--- src/hw/rtl/assert_macros.svh ---
// Assertion helpers shared by the interpolation block.
// Each check samples on clk_i and stays off while rst_ni is low.
`ifndef ASSERT_MACROS_SVH
`define ASSERT_MACROS_SVH

// Property that must hold on every clock edge outside reset.
`define BTIN_ASSERT(lbl, prop) \
  lbl: assert property (@(posedge clk_i) disable iff (!rst_ni) (prop)) \
    else $error("%m: check failed");

// Implication: when ante holds, cons holds on the same edge.
`define BTIN_ASSERT_IMP(lbl, ante, cons) \
  `BTIN_ASSERT(lbl, (ante) |-> (cons))

`endif

--- src/hw/rtl/btin_pkg.sv ---
package btin_pkg;

  // Fixed field widths of the item formats
  localparam int unsigned COORD_W  = 32;
  localparam int unsigned SAMPLE_W = 32;
  localparam int unsigned ENTRY_W  = 6;
  localparam int unsigned BINS_W   = 7;
  localparam int unsigned BPU_W    = 32;
  localparam int unsigned CFG_IDX_W = 3;

  // Widest cell index and fraction any parameter setting needs
  localparam int unsigned CELL_W   = 10;
  localparam int unsigned FRACF_W  = 25;
  localparam int unsigned EBINS_W  = 11;

  // Parameter defaults
  localparam int unsigned DEF_MAX_X_POINTS = 64;
  localparam int unsigned DEF_MAX_Y_POINTS = 64;
  localparam int unsigned DEF_VALUE_WIDTH  = 32;
  localparam int unsigned DEF_FRAC_BITS    = 16;
  localparam int unsigned QUEUE_DEPTH      = 4;

  // Configuration register indexes
  localparam logic [CFG_IDX_W-1:0] REG_X_ORIGIN = 3'd0;
  localparam logic [CFG_IDX_W-1:0] REG_Y_ORIGIN = 3'd1;
  localparam logic [CFG_IDX_W-1:0] REG_X_BPU    = 3'd2;
  localparam logic [CFG_IDX_W-1:0] REG_Y_BPU    = 3'd3;
  localparam logic [CFG_IDX_W-1:0] REG_X_BINS   = 3'd4;
  localparam logic [CFG_IDX_W-1:0] REG_Y_BINS   = 3'd5;

  // Action codes
  localparam logic ACT_LOAD = 1'b0;
  localparam logic ACT_EVAL = 1'b1;

  typedef struct packed {
    logic                       action;
    logic signed [COORD_W-1:0]  x_coord;
    logic signed [COORD_W-1:0]  y_coord;
    logic [ENTRY_W-1:0]         entry_x_index;
    logic [ENTRY_W-1:0]         entry_y_index;
    logic signed [SAMPLE_W-1:0] entry_value;
  } in_item_t;

  typedef struct packed {
    logic signed [SAMPLE_W-1:0] interpolated;
    logic                       out_of_range;
  } out_item_t;

  typedef struct packed {
    logic signed [COORD_W-1:0] x_origin;
    logic signed [COORD_W-1:0] y_origin;
    logic [BPU_W-1:0]          x_bpu;
    logic [BPU_W-1:0]          y_bpu;
    logic [BINS_W-1:0]         x_bins;
    logic [BINS_W-1:0]         y_bins;
  } cfg_t;

  // Classified item passed from front to back
  typedef struct packed {
    logic                       is_load;
    logic [CELL_W-1:0]          cx;
    logic [CELL_W-1:0]          cy;
    logic [FRACF_W-1:0]         fx;
    logic [FRACF_W-1:0]         fy;
    logic                       oor;
    logic [ENTRY_W-1:0]         ex;
    logic [ENTRY_W-1:0]         ey;
    logic signed [SAMPLE_W-1:0] value;
  } qent_t;

endpackage

--- src/hw/rtl/btin_queue.sv ---
`include "assert_macros.svh"

module btin_queue #(
  parameter int unsigned DEPTH = btin_pkg::QUEUE_DEPTH
) (
  input  logic            clk_i,
  input  logic            rst_ni,
  input  logic            push_valid_i,
  output logic            push_ready_o,
  input  btin_pkg::qent_t push_item_i,
  output logic            pop_valid_o,
  input  logic            pop_ready_i,
  output btin_pkg::qent_t pop_item_o
);

  localparam int unsigned PW = (DEPTH > 1) ? $clog2(DEPTH) : 1;
  localparam int unsigned CW = $clog2(DEPTH + 1);

  btin_pkg::qent_t mem_q [DEPTH];
  logic [PW-1:0] wr_q, rd_q;
  logic [CW-1:0] count_q;
  logic push, pop;

  assign push_ready_o = (count_q < CW'(DEPTH));
  assign pop_valid_o  = (count_q != '0);
  assign push = push_valid_i && push_ready_o;
  assign pop  = pop_valid_o && pop_ready_i;
  assign pop_item_o = mem_q[rd_q];

  // Advance pointers and count
  always_ff @(posedge clk_i or negedge rst_ni) begin
    if (!rst_ni) begin
      wr_q    <= '0;
      rd_q    <= '0;
      count_q <= '0;
    end else begin
      if (push) wr_q <= (32'(wr_q) == DEPTH - 1) ? '0 : wr_q + PW'(1);
      if (pop)  rd_q <= (32'(rd_q) == DEPTH - 1) ? '0 : rd_q + PW'(1);
      if (push && !pop)      count_q <= count_q + CW'(1);
      else if (pop && !push) count_q <= count_q - CW'(1);
    end
  end

  always_ff @(posedge clk_i) begin
    if (push) mem_q[wr_q] <= push_item_i;
  end

  `BTIN_ASSERT(a_count_bound, count_q <= CW'(DEPTH))
  `BTIN_ASSERT_IMP(a_ptr_gap, count_q == '0 || 32'(count_q) == DEPTH,
                   wr_q == rd_q)

endmodule

--- config.mk ---
export PLATFORM = sky130hd
export DESIGN_NAME = btin_queue
export DESIGN_NICKNAME = d
export VERILOG_FILES = /design/src/hw/rtl/btin_pkg.sv /design/src/hw/rtl/btin_queue.sv
export VERILOG_INCLUDE_DIRS = /design/src /design/src/hw/rtl
export SDC_FILE = /design/constraint.sdc
export NUM_CORES = 1
export LEC_CHECK = 0
export ABC_AREA = 1
export BUFFER_PORTS_ARGS = -buffer_cell sky130_fd_sc_hd__buf_2
export CORE_MARGIN = 2
export CORE_UTILIZATION = 32
export CTS_CLUSTER_DIAMETER = 30
export DETAILED_ROUTE_END_ITERATION = 6
export PLACE_DENSITY = 0.49
export SETUP_SLACK_MARGIN = 0.15
export SLEW_MARGIN = 40
export SYNTH_ARGS = -nofsm -noshare
export SYNTH_HDL_FRONTEND = slang
export SYNTH_SLANG_ARGS = --single-unit
--- constraint.sdc ---
create_clock -name clk_i -period 7.1 [get_ports clk_i]
set_input_delay 1.775 -clock clk_i [delete_from_list [all_inputs] [get_ports clk_i]]
set_output_delay 1.775 -clock clk_i [all_outputs]
set_load 0.05 [all_outputs]
-- After elaboration in Yosys (flattened, before gate mapping)
Memory sizes are Yosys's and may differ from the RTL's.
Cells that the tools add are included.
Widths: inputs -> output; s select.
- $add $sub $neg: 4
- $lt $le $gt $ge: 1
- equal/unequal tests: 2
- multiplexer cells: 6
- reductions and logical operators: 8
- operators by type and width (cell ; count):
    $mux 3 ; 2
    $add 2x1->2 const B ; 2
    $eq 2x2->1 const B ; 2
    $logic_and 1x1->1 ; 4
    $mux 2 ; 2
    $add 3x1->3 const B ; 1
    $lt 3x3->1 const B ; 1
    $reduce_bool 3->1 ; 1
    $sub 3x1->3 const B ; 1
    $logic_not 1->1 ; 2
    $mux 1 ; 2
    $reduce_bool 2->1 ; 1
- flip-flop bits (word level): 7
- RAM bits: 464
- input bits: 120
- output and inout bits: 118
- logic and storage cells: 25
- memories kept: 1
- memory list (name ; depth ; width ; rd ports ; clocked after memory_dff ; write ports ; RTL line ; source):
    mem_q ; 4 ; 116 ; 1 ; 0 ; 1 ; btin_queue.sv:19 ; btin_pkg::qent_t mem_q [DEPTH];

-- Logic depth before layout (Yosys ltp)
Gate-level depths: netlist of the first run.
- depth after elaboration: 6
- gate-level depth with buffers: 11
- gate-level depth less buffers: 11

-- Least setup slack after synthesis of the first run
OpenSTA, ideal clock, no wires.
- path type: input to register
- from: input push_valid_i
- to: memory mem_q[0][0] (netlist bit), enable pin
- setup time: 0.593 ns
- data arrival time: 6.739 ns
- required time: 6.507 ns
- slack: -0.232 ns
- stages: 2
- path buffers: 0
- cell sequence: nand2_1 -> nor2_1
- longest elaborated chain between the ends: 3
- ends and longest elaborated chain (element ; RTL line ; source):
    start, declared ; btin_queue.sv:8 ; input logic push_valid_i,
    $logic_and 1x1->1 ; btin_queue.sv:26 ; assign push = push_valid_i && push_ready_o;
    $mux 1 ; btin_queue.sv:45 ; if (push) mem_q[wr_q] <= push_item_i;
    $mux 1 (implied by the code) ; btin_queue.sv:45 ;
    end, declared ; btin_queue.sv:19 ;
Every way passes these cells.

==> results.md, run 1 <==
* Drt wl/cell at 16.4 um
* Number of global-route vias before repair at 11545
* Hold Path Class: flop to flop
* Post-CTS resize count at 0
* Post-synth top flop: edfxtp_1
* #FFs+latches synth at 471
* 1st-pass router iterations at 5
* Final core occ at 41.0%
* H-tree levels at 3
* All-Layer GR Usage at 13.8%
* TNS Setup at 0 ns
* Hold WS at 0.471 ns
* Footprint of the multi-input gates at 0.00330 mm2
* Rows at 89
* Largest net degree at the start of global routing at 225
* Fill cells at 5485
* Die area at 0.0614 mm2
* Clk pwr share at 36.3%
* Post-CTS Setup Bufs at 0
* Final Hold Fails at 0
* Mapped Area at 0.0190 mm2
* Crit path time final at 4.88 ns
* Final Setup Violations at 0
* First-pass GRT wire length at 64800 um
* Sequential Area at 0.0141 mm2
* Slew Limit Fails at 0
* Ys async rst share at 1.49%
* DP Wirelength at 24500 um
* Die Width at 248 um
* Synth area leaders: edfxtp_1, o211ai_1, nand2_1, inv_1, buf_6
* DR iter-0 viols at 642
* Leakage at 9.56 nW
* Worst setup SP type: flop
* Antenna-violating nets left at 0
* P_sw at 4.98 mW
* Pint at 7.59 mW
* Worst R2R Start: count_q[2]
* Critical path class: flop to output port
* CTS Hold Bufs at 0
* Status: finished clean
* GP Congestion at 0.763
* Worst Tran Pin Value at 0.887 ns
* Peak supply drop at 0.342 mV
* Critical Path AT at 3.10 ns
* GRT overflow at 0
* Tcrit/Tclk final at 68.7%
* Max FO, Critical Path at 148
* CTS tree: done
* Number of I/O pins at 238
* Number of max-cap violations at 0
* Remaining DRCs at 0
* Hold Crit Start: count_q[2]
* Post-synth EDFFs at 464
* Sw frac at 39.6%
* Bufs on Longest Clock Path at 3
* Initial Util at 32.3%
* Layout cell share with drive strength beyond 1 at 23.6%
* Sequential Power Share at 29.5%
* Worst Setup End Kind: output port
* IO Port Bufs at 237
* Synth unique cells at 17
* Most frequent cells after synthesis: edfxtp_1, nand2_1, inv_1, o211ai_1, buf_6
* Yosys top cell area share at 73.2%
* PnR Total Power at 12.6 mW
* CTS Sinks at 471
* Comb power frac at 34.1%
* Final WL at 41900 um
* Syn-to-layout area delta at 27.1%
* Power Density at 520 mW/mm2
* Die Height at 248 um
* Clock Root Buffer: clkbuf_16
* RSZ-0062 raised after global routing: no
* DR vias at 11404
* Core ar. at 0.0589 mm2
* Clock-pin slew on the worst setup and hold paths at 0.04 ns
* Number of vias per cell at 4.47
* CTS buffer count at 106
* Syn Inst Count at 1408
* Critical path required time at 5.33 ns
* Post-synth top area cell: edfxtp_1
* Headroom to the max-slew limit at 40.9%
* CP Launch Point: rd_q[0]
* Syn Nets at 1535
* Clk Latency, worst-skew pair at 0.63 ns
* Average size of a mapped cell at 13.5 um2
* Clk_skew at 0.0177 ns
* Count leader, synth: edfxtp_1
* Sequential share of the synthesized area at 74.2%
* Nets at 1823
* Syn. warnings at 0
* Peak Freq at 205 MHz
* Initial antenna violation count at 3
## final cells by class
type | instances | area share [%]
well taps | 773 | 4.00
clock inverters | 70 | 2.96
flip-flops and latches | 471 | 58.4
clock buffers | 120 | 11.2
multi-input cells | 616 | 13.6
diodes | 1 | 0.0104
repair buffers | 257 | 6.01
inverters | 244 | 3.80
## registers in the layout (all words and copies together), names as in the netlist
signal   count
wr_q         2
mem_q      464
count_q      3
rd_q         2
## worst max-delay path, cell delays in order, from the launching register on
cell      delay, ns
dfrtp_4        0.89
buf_12         0.36
buf_16         0.44
o211ai_1       0.20
nand2_1        0.11
buf_2          0.29
## layer usage
layer,share of wire (%),GRT usage [%],vias up
li1,-,-,5536
met1,44,17.5,5479
met2,48,22.4,310
met3,6.5,3.97,75
met4,2.1,5.42,4
met5,0.072,0,-
## final timing paths
path	to	slack, ns	cells past startpoint
min	count_q[2]	0.47	2
max	pop_item_o[37]	2.22	5
min in group asynchronous	rd_q[0]	0.99	1
max in group asynchronous	rd_q[1]	5.92	1
max reg2reg	mem_q[1][51]	4.67	4
min reg2reg	count_q[2]	0.47	2
## logic make-up after synthesis
logic type	share of synthesized area, %
XOR/XNOR	0.0460
flip-flops	74.2
AND/OR/NAND/NOR	7.42
adder cells (fa/ha/maj)	0.500
AO/OA/AOI/OAI	9.21
buffers and inverters	8.67
## per-stage QoR
stage / cells / area [um2] / worst slack (ns)
floorplan: 1408 / 19000 / -0.232
global placement: 2356 / 20600 / 2.91
detailed placement: 2359 / 20700 / 2.87
CTS: 2549 / 24100 / 2.18
global route: 2552 / 24200 / 1.98
finish: 2552 / 24200 / 2.22
## power groups by stage
| stage | Clock (mW) | Combinational (mW) | Sequential [mW] |
|---|---|---|---|
| floorplan | 0 | 3.56 | 3.74 |
| global route | 4.82 | 4.66 | 3.75 |
| global placement | 0 | 4.31 | 3.76 |
| CTS | 4.67 | 4.36 | 3.71 |
| detailed placement | 0 | 4.35 | 3.76 |
| finish | 4.57 | 4.29 | 3.71 |
## cells in the final DEF (no fill, tap or decap)
cell type,count
nand3_1,4
dfrtp_4,2
buf_2,237
inv_16,2
dfrtp_1,5
nand4_1,1
edfxtp_1,464
nand2_1,363
o211ai_1,232
inv_6,1
buf_16,2
clkinv_1,21
clkbuf_1,14
clkbuf_16,106
buf_4,10
buf_8,1
clkinv_4,1
diode_2,1
nor2_4,4
inv_1,243
o21ai_0,2
clkinv_16,2
buf_6,2
ha_1,6
bufinv_16,11
clkinvlp_4,7
buf_12,5
nor2_1,2
fa_1,1
clkinv_2,24
xnor2_1,1
inv_4,1
clkinv_8,1
Power figures use the tool's default switching activity.
==> run 2, diff against run 1 <==
--- a/config.mk
+++ b/config.mk
@@ -12,7 +12,7 @@
 export CORE_UTILIZATION = 32
 export CTS_CLUSTER_DIAMETER = 30
 export DETAILED_ROUTE_END_ITERATION = 6
-export PLACE_DENSITY = 0.49
+export PLACE_DENSITY = 0.51
 export SETUP_SLACK_MARGIN = 0.15
 export SLEW_MARGIN = 40
 export SYNTH_ARGS = -nofsm -noshare
==> constraint.sdc (replaced) <==
create_clock -name clk_i -period 4.2 [get_ports clk_i]
set_input_delay 1.05 -clock clk_i [delete_from_list [all_inputs] [get_ports clk_i]]
set_output_delay 1.05 -clock clk_i [all_outputs]
set_load 0.05 [all_outputs]
==> results.md, run 2 (synthesized netlist as in run 1, its figures left out) <==
* Worst path buffer plus inverter count at 2 (-1)
* Slew Limit Fails at 0 (unchanged)
* All-Layer GR Usage at 13.9% (+0.092 points)
* IO Port Bufs at 237 (unchanged)
* Final Hold Fails at 0 (unchanged)
* Die area at 0.0614 mm2 (unchanged)
* Initial antenna violation count at 10 (+7)
* Drt wl/cell at 16.7 um (+1.6%)
* Worst setup SP type: flop
* Tcrit/Tclk final at 86.5%
* Die Height at 248 um (unchanged)
* 1st-pass router iterations at 5 (unchanged)
* Power Density at 893 mW/mm2 (+72%)
* Initial Util at 32.3% (unchanged)
* Clk Latency, worst-skew pair at 0.64 ns (about the same)
* Post-CTS Setup Bufs at 0 (unchanged)
* Crit-path cells: buf_12 -> o211ai_1 -> nand2_1 -> buf_2
* Commonest non-fill, non-tap cells in the layout: edfxtp_1, nand2_1, inv_1
* Status: finished clean
* Layout cell share with drive strength beyond 1 at 24.5% (+0.89 points)
* Die Width at 248 um (unchanged)
* Hold Path Class: primary input to asynchronous set/reset pin
* Peak supply drop at 0.600 mV (+75%)
* Critical path required time at 3.15 ns (-2.18 ns)
* CTS buffer count at 106 (unchanged)
* Bufs on Longest Clock Path at 3 (unchanged)
* CTS tree: done
* RSZ-0062 raised after global routing: no
* Hold WS at 0.255 ns (-0.216 ns)
* Crit path time final at 3.63 ns
* GRT overflow at 0 (unchanged)
* Number of global-route vias before repair at 11441 (-0.90%)
* CTS Hold Bufs at 0 (unchanged)
* DR iter-0 viols at 575 (-10%)
* Number of I/O pins at 238 (unchanged)
* GP Congestion at 0.745 (-2.4%)
* Peak per-stage delay on the critical path at 0.87 ns (-0.02 ns)
* Antenna-violating nets left at 0 (unchanged)
* Final core occ at 41.5% (+0.48 points)
* Worst Setup End Kind: output port
* Largest net degree at the start of global routing at 119 (-47%)
* Largest Register: mem_q
* Headroom to the max-slew limit at 47.5% (+6.6 points)
* Core ar. at 0.0589 mm2 (unchanged)
* Remaining DRCs at 0 (unchanged)
* Commonest non-fill, non-tap cell in the layout: edfxtp_1
* Worst Tran Pin Value at 0.788 ns (-0.0992 ns)
* Final WL at 42900 um (+2.3%)
* Slowest cell on the critical path: dfrtp_4
* Final Setup Violations at 0 (unchanged)
* Top flop regs: mem_q x464, count_q x3
* DR vias at 11308 (-0.84%)
* Leakage at 9.67 nW (+1.2%)
* Critical Path AT at 2.58 ns (-0.52 ns)
* Peak Freq at 275 MHz
* Number of vias per cell at 4.40 (-1.5%)
* H-tree levels at 3 (unchanged)
* Fill cells at 5432 (-0.97%)
* Max FFs per register at 464 (unchanged)
* DP Wirelength at 24000 um (-1.8%)
* Number of max-cap violations at 0 (unchanged)
* Max FO, Critical Path at 107 (-28%)
* Clock-pin slew on the worst setup and hold paths at 0.05 ns (about the same)
* Nets at 1828 (+0.27%)
* Clock Root Buffer: clkbuf_16
* First-pass GRT wire length at 64600 um (-0.37%)
* CTS Sinks at 471 (unchanged)
* Clk_skew at 0.0162 ns (-0.00148 ns)
* Critical path class: flop to output port
* Critical path's top delay family: flip-flops
* Syn-to-layout area delta at 28.6%
* Post-CTS resize count at 0 (unchanged)
* Rows at 89 (unchanged)
==> run 2: cell count changes in the layout (fill, tap and decap cells not counted), moves of 3 or more <==
| cell | previous run | this run |
|---|---|---|
| clkinv_4 | 1 | 6 |
| clkinv_1 | 21 | 16 |
| diode_2 | 1 | 5 |
| buf_4 | 10 | 13 |
| buf_12 | 5 | 12 |
| bufinv_16 | 11 | 16 |
| clkinvlp_4 | 7 | 11 |
==> run 2: routing by layer <==
metal  track usage [%]  part of all wire [%]  up-vias
met3              4.87                   7.5       89
met1              16.8                    42     5383
li1                  -                     -     5563
met2              22.5                    48      261
met5                 0                  0.17        -
met4              6.04                   2.5       12
==> run 2: path summary, 6_finish.rpt <==
check | from | endpoint | slack (ns) | cells past startpoint
worst min-delay path | rst_ni | rd_q[1] | 0.26 | 1
worst max-delay path | rd_q[0] | pop_item_o[62] | 0.57 | 4
max in group asynchronous | rst_ni | rd_q[0] | 3.74 | 1
worst max register to register | count_q[2] | count_q[2] | 2.10 | 10
min in group clk_i | count_q[2] | count_q[2] | 0.48 | 2
worst min register to register | count_q[2] | count_q[2] | 0.48 | 2
==> run 2: metrics by stage <==
stage / TNS [ns] / cells / cell area, um2 / worst slack [ns] / power, mW
global route: 0 / 2566 / 24400 / 0.371 / 23.0
detailed placement: 0 / 2366 / 20800 / 1.15 / 13.9
CTS: 0 / 2564 / 24400 / 0.465 / 22.2
finish: 0 / 2569 / 24500 / 0.566 / 21.8
global placement: 0 / 2366 / 20800 / 1.16 / 13.8
floorplan: -225.92 / 1408 / 19000 / -0.487 / 12.3
==> run 2: cell type report <==
class,count,area [um2],share of cell area (%)
Sequential cell,471,14100,57.7
Multi-Input combinational cell,616,3300,13.5
Clock buffer,121,2750,11.2
Timing Repair Buffer,262,1520,6.23
Tap cell,773,967,3.95
Inverter,244,918,3.76
Clock inverter,77,871,3.56
Antenna cell,5,12.5,0.0512
==> run 2: worst reg2reg max path: cells and delay by family (launching register included) <==
family / cells / cell delay (ns)
fa+ha+maj: 2 / 0.58
buf+inv: 4 / 0.52
simple gates: 4 / 0.52
flops: 1 / 0.37
==> run 2: power breakdown <==
group / internal [mW] / switching (mW) / leakage [nW]
Clock: 5.64 / 2.54 / 1.75
Combinational: 1.66 / 5.77 / 3.62
Sequential: 5.99 / 0.249 / 4.31
Total: 13.3 / 8.56 / 9.67
